## config.mk

```make
export PLATFORM = sky130hd
export DESIGN_NAME = stfs_ram
export DESIGN_NICKNAME = d
export VERILOG_FILES = /design/src/rtl/stfs_ram.sv
export SDC_FILE = /design/constraint.sdc
export NUM_CORES = 1
export LEC_CHECK = 0
export BUFFER_PORTS_ARGS = -buffer_cell sky130_fd_sc_hd__buf_2
export CORE_MARGIN = 2
export CORE_UTILIZATION = 60
export DETAILED_ROUTE_END_ITERATION = 7
export PLACE_DENSITY = 0.89
export SKIP_LAST_GASP = 1
export SYNTH_ARGS = -nofsm -noshare
export SYNTH_HDL_FRONTEND = slang
export SYNTH_SLANG_ARGS = --single-unit
```

## constraint.sdc

```tcl
create_clock -name clk -period 4 [get_ports clk]
set_clock_uncertainty 0.05 [all_clocks]
set_input_delay 0.6 -clock clk [delete_from_list [all_inputs] [get_ports clk]]
set_output_delay 0.6 -clock clk [all_outputs]
set_load 0.05 [all_outputs]
```

## src/rtl/stfs_ram.sv

```systemverilog
// ============================================================================
// stfs_ram
// Generic single-write, single-read RAM with a registered read port.
// ============================================================================
module stfs_ram #(
    parameter int WIDTH = 8,
    parameter int DEPTH = 16
) (
    input  logic                     clk,
    input  logic                     we,
    input  logic [$clog2(DEPTH)-1:0] waddr,
    input  logic [WIDTH-1:0]         wdata,
    input  logic [$clog2(DEPTH)-1:0] raddr,
    output logic [WIDTH-1:0]         rdata
);

    logic [WIDTH-1:0] mem [DEPTH];

    always_ff @(posedge clk)
    begin
        if (we)
        begin
            mem[waddr] <= wdata;
        end
        rdata <= mem[raddr];
    end

endmodule

```

==> flow_summary.rst <==
.. list-table::
   :header-rows: 1

   * - Metric
     - Value
   * - Clock transition at the register clock pins on the worst setup and hold paths after CTS
     - 60 ps
   * - Avg Cell Area, Syn
     - 22.5 um^2
   * - Met2 wire len
     - 5.18 mm
   * - Most used cells in the layout excluding fill and tap cells
     - 128 x edfxtp_1, 25 x buf_2, 18 x mux4_2
   * - Critical path cell sequence
     - buf_2 > or3b_2 > nor3_1
   * - Largest cells by area after synthesis
     - edfxtp_1 75%, mux4_2 7.9%, mux4_1 7.1%
   * - Clock Path Buffers
     - 2
   * - Antenna Diode Count
     - 0
   * - CTS tree
     - yes
   * - Synth warn
     - 0
   * - Maximum VDD drop
     - 0.372 mV
   * - Total iterations of the first detailed-routing run
     - 4
   * - Final Total Pwr
     - 3.28 mW
   * - Die outline area
     - 9340 um^2
   * - Library cells used by synthesis
     - 19
   * - Max layer used
     - met4
   * - Post-placement cell area
     - 5340 um^2
   * - Slew at the pin closest to its max-slew limit
     - 1230 ps
   * - Global-route wire length before repair
     - 15.2 mm
   * - Biggest area consumer among synthesized cells
     - edfxtp_1
   * - Setup slack at placement
     - 1360 ps
   * - Weighted congestion reported at the end of routability-driven placement
     - 0.746
   * - Number of violations of the max-capacitance limit
     - 0
   * - Number of global-route vias before repair
     - 2467
   * - Die Span Y
     - 96.6 um
   * - Final setup violation count
     - 0
   * - Via count normalized by instance count
     - 6.43
   * - Post-synth top area share
     - 74.7%
   * - WL final
     - 10.0 mm
   * - Starting DRC count in detailed routing
     - 307
   * - Number of buffers inserted by port buffering
     - 25
   * - Residual antenna-violating net count after detailed routing
     - 0
   * - TritonCTS sink count
     - 136
   * - Arrival time of data at the critical path endpoint
     - 2180 ps
   * - Overall die width
     - 96.6 um
   * - Detailed Place HPWL
     - 5.81 mm
   * - Final setup margin
     - 1880 ps
   * - Synthesis-stage register bit count
     - 136
   * - Net count, final
     - 284
   * - Area grow syn2layout
     - 14.9%
   * - Initial Util
     - 62.3%
   * - Highest clock frequency the design can meet
     - 472 MHz
   * - Utilization after layout
     - 71.6%
   * - Power density cells
     - 555 nW/um^2
   * - Final-report hold violation count
     - 0
   * - H-tree depth
     - 4
   * - Type of the tightest min-delay check
     - primary input to flop
   * - Count of hold buffers inserted by post-cts repair
     - 0
   * - Critical path capture point type
     - flop
   * - Total I/O pin count
     - 26
   * - Final total negative setup slack
     - 0 ps
   * - Routed length on met3
     - 938 um
   * - Placement Rows
     - 33
   * - CTS Root Cell
     - clkbuf_8
   * - Fin crit period
     - 2120 ps
   * - Setup crit start kind
     - primary input
   * - Proportion of layout cells with a drive suffix above 1
     - 26.5%
   * - Routed vias
     - 2469
   * - Final Instance Area
     - 5910 um^2
   * - Worst setup path class
     - primary input to flop
   * - Aggregate global routing overflow
     - 0
   * - Largest stage delay, worst path
     - 960 ps
   * - Largest net degree at the start of global routing
     - 33
   * - Net count after synthesis
     - 247
   * - Wirelength per Cell
     - 26.1 um
   * - Overall Global Routing Usage
     - 23.0%
   * - Leakage
     - 1.99 nW
   * - Met1 layer wirelength in the final routing
     - 3.86 mm
   * - Endpoint required time on the critical path
     - 4070 ps
   * - Placeable Area
     - 8260 um^2
   * - Number of buffers inserted to repair setup after CTS
     - 0
   * - Unrepaired setup endpoints after global routing
     - false
   * - Final worst path period share
     - 53.0%
   * - Status
     - finished clean
   * - Number of antenna violations at the first check in global routing
     - 0
   * - Clock buffer count from CTS
     - 17
   * - Mapped cell area
     - 5150 um^2
   * - Sequential-to-total area share from yosys stat
     - 77.8%
   * - Max Slew Vio Count
     - 0
   * - # DRC
     - 0
   * - Most frequent standard cell in the layout excluding fill and tap cells
     - edfxtp_1
   * - Post-cts repair resize count
     - 0
   * - Max-slew headroom
     - 17.1%
   * - Cell at the slowest stage of the critical path
     - nor3_1
   * - Gate Count Post-Synth
     - 229
   * - Biggest fanout along the worst timing path
     - 8
   * - Clock latency on the worst-skew pair
     - 520 ps
-- sequential cells by signal (all words and copies together), names as in the netlist --
signal	cells
rdata	8
mem	128
-- where the power goes --
group	internal, mW	leakage (nW)	switching (mW)
clock	0.962	0.280	0.542
combinational	0.0574	0.486	0.113
sequential	1.59	1.22	0.0105
total	2.61	1.99	0.666
-- synthesized netlist by cell type --
cell	instances
and2_1	1
mux4_2	18
nand3_1	1
nor2b_1	1
buf_4	1
mux4_1	14
nor3_1	4
buf_6	3
nand2b_1	2
edfxtp_1	128
and2b_1	1
clkdlybuf4s25_2	3
dfxtp_1	8
nand2_1	9
a22oi_1	16
nand3b_1	2
buf_2	3
or3b_2	1
nor2_1	13
-- critical path: cells and delay by family --
family / cells / cell delay, ps
buf+inv: 1 / 120
simple gates: 2 / 1470
-- layout make-up --
cell class,instances,area (um^2)
Clock buffer,23,447
Clock inverter,9,126
Fill cell,485,2340
Multi-Input combinational cell,83,1060
Sequential cell,136,4000
Tap cell,105,131
Timing Repair Buffer,28,148
-- per-layer routing --
layer | track usage (%) | vias to the layer above
met1 | 31.8 | 1262
li1 | - | 1049
met2 | 35.0 | 156
met4 | 8.56 | 0
met5 | 0 | -
met3 | 7.59 | 2
-- through the flow --
stage | std cells | hold WS, ps
floorplan | 229 | 579
global placement | 352 | 592
detailed placement | 352 | 612
CTS | 384 | 395
global route | 384 | 406
finish | 384 | 420
-- cells by family (layout without fill, tap and decap cells) --
family                 after synthesis  in the layout  synth area share [%]
flip-flops                         136            136                  77.8
AND/OR/NAND/NOR                     35             35                  3.18
multiplexers                        32             32                  15.0
AO/OA/AOI/OAI                       16             16                  2.33
buffers and inverters               10             60                  1.68
-- path summary, 6_finish.rpt --
kind	slack, ps	depth (start not counted)	startpoint	endpoint
setup / recovery	1880	3	waddr[2]	mem[0][3]$_DFFE_PP_
hold / removal	420	1	wdata[1]	mem[5][1]$_DFFE_PP_
setup reg to reg	2520	3	mem[0][2]$_DFFE_PP_	rdata[2]$_DFF_P_
hold reg to reg	630	3	mem[12][3]$_DFFE_PP_	rdata[3]$_DFF_P_
No activity file was read; power rests on OpenSTA's default activity.
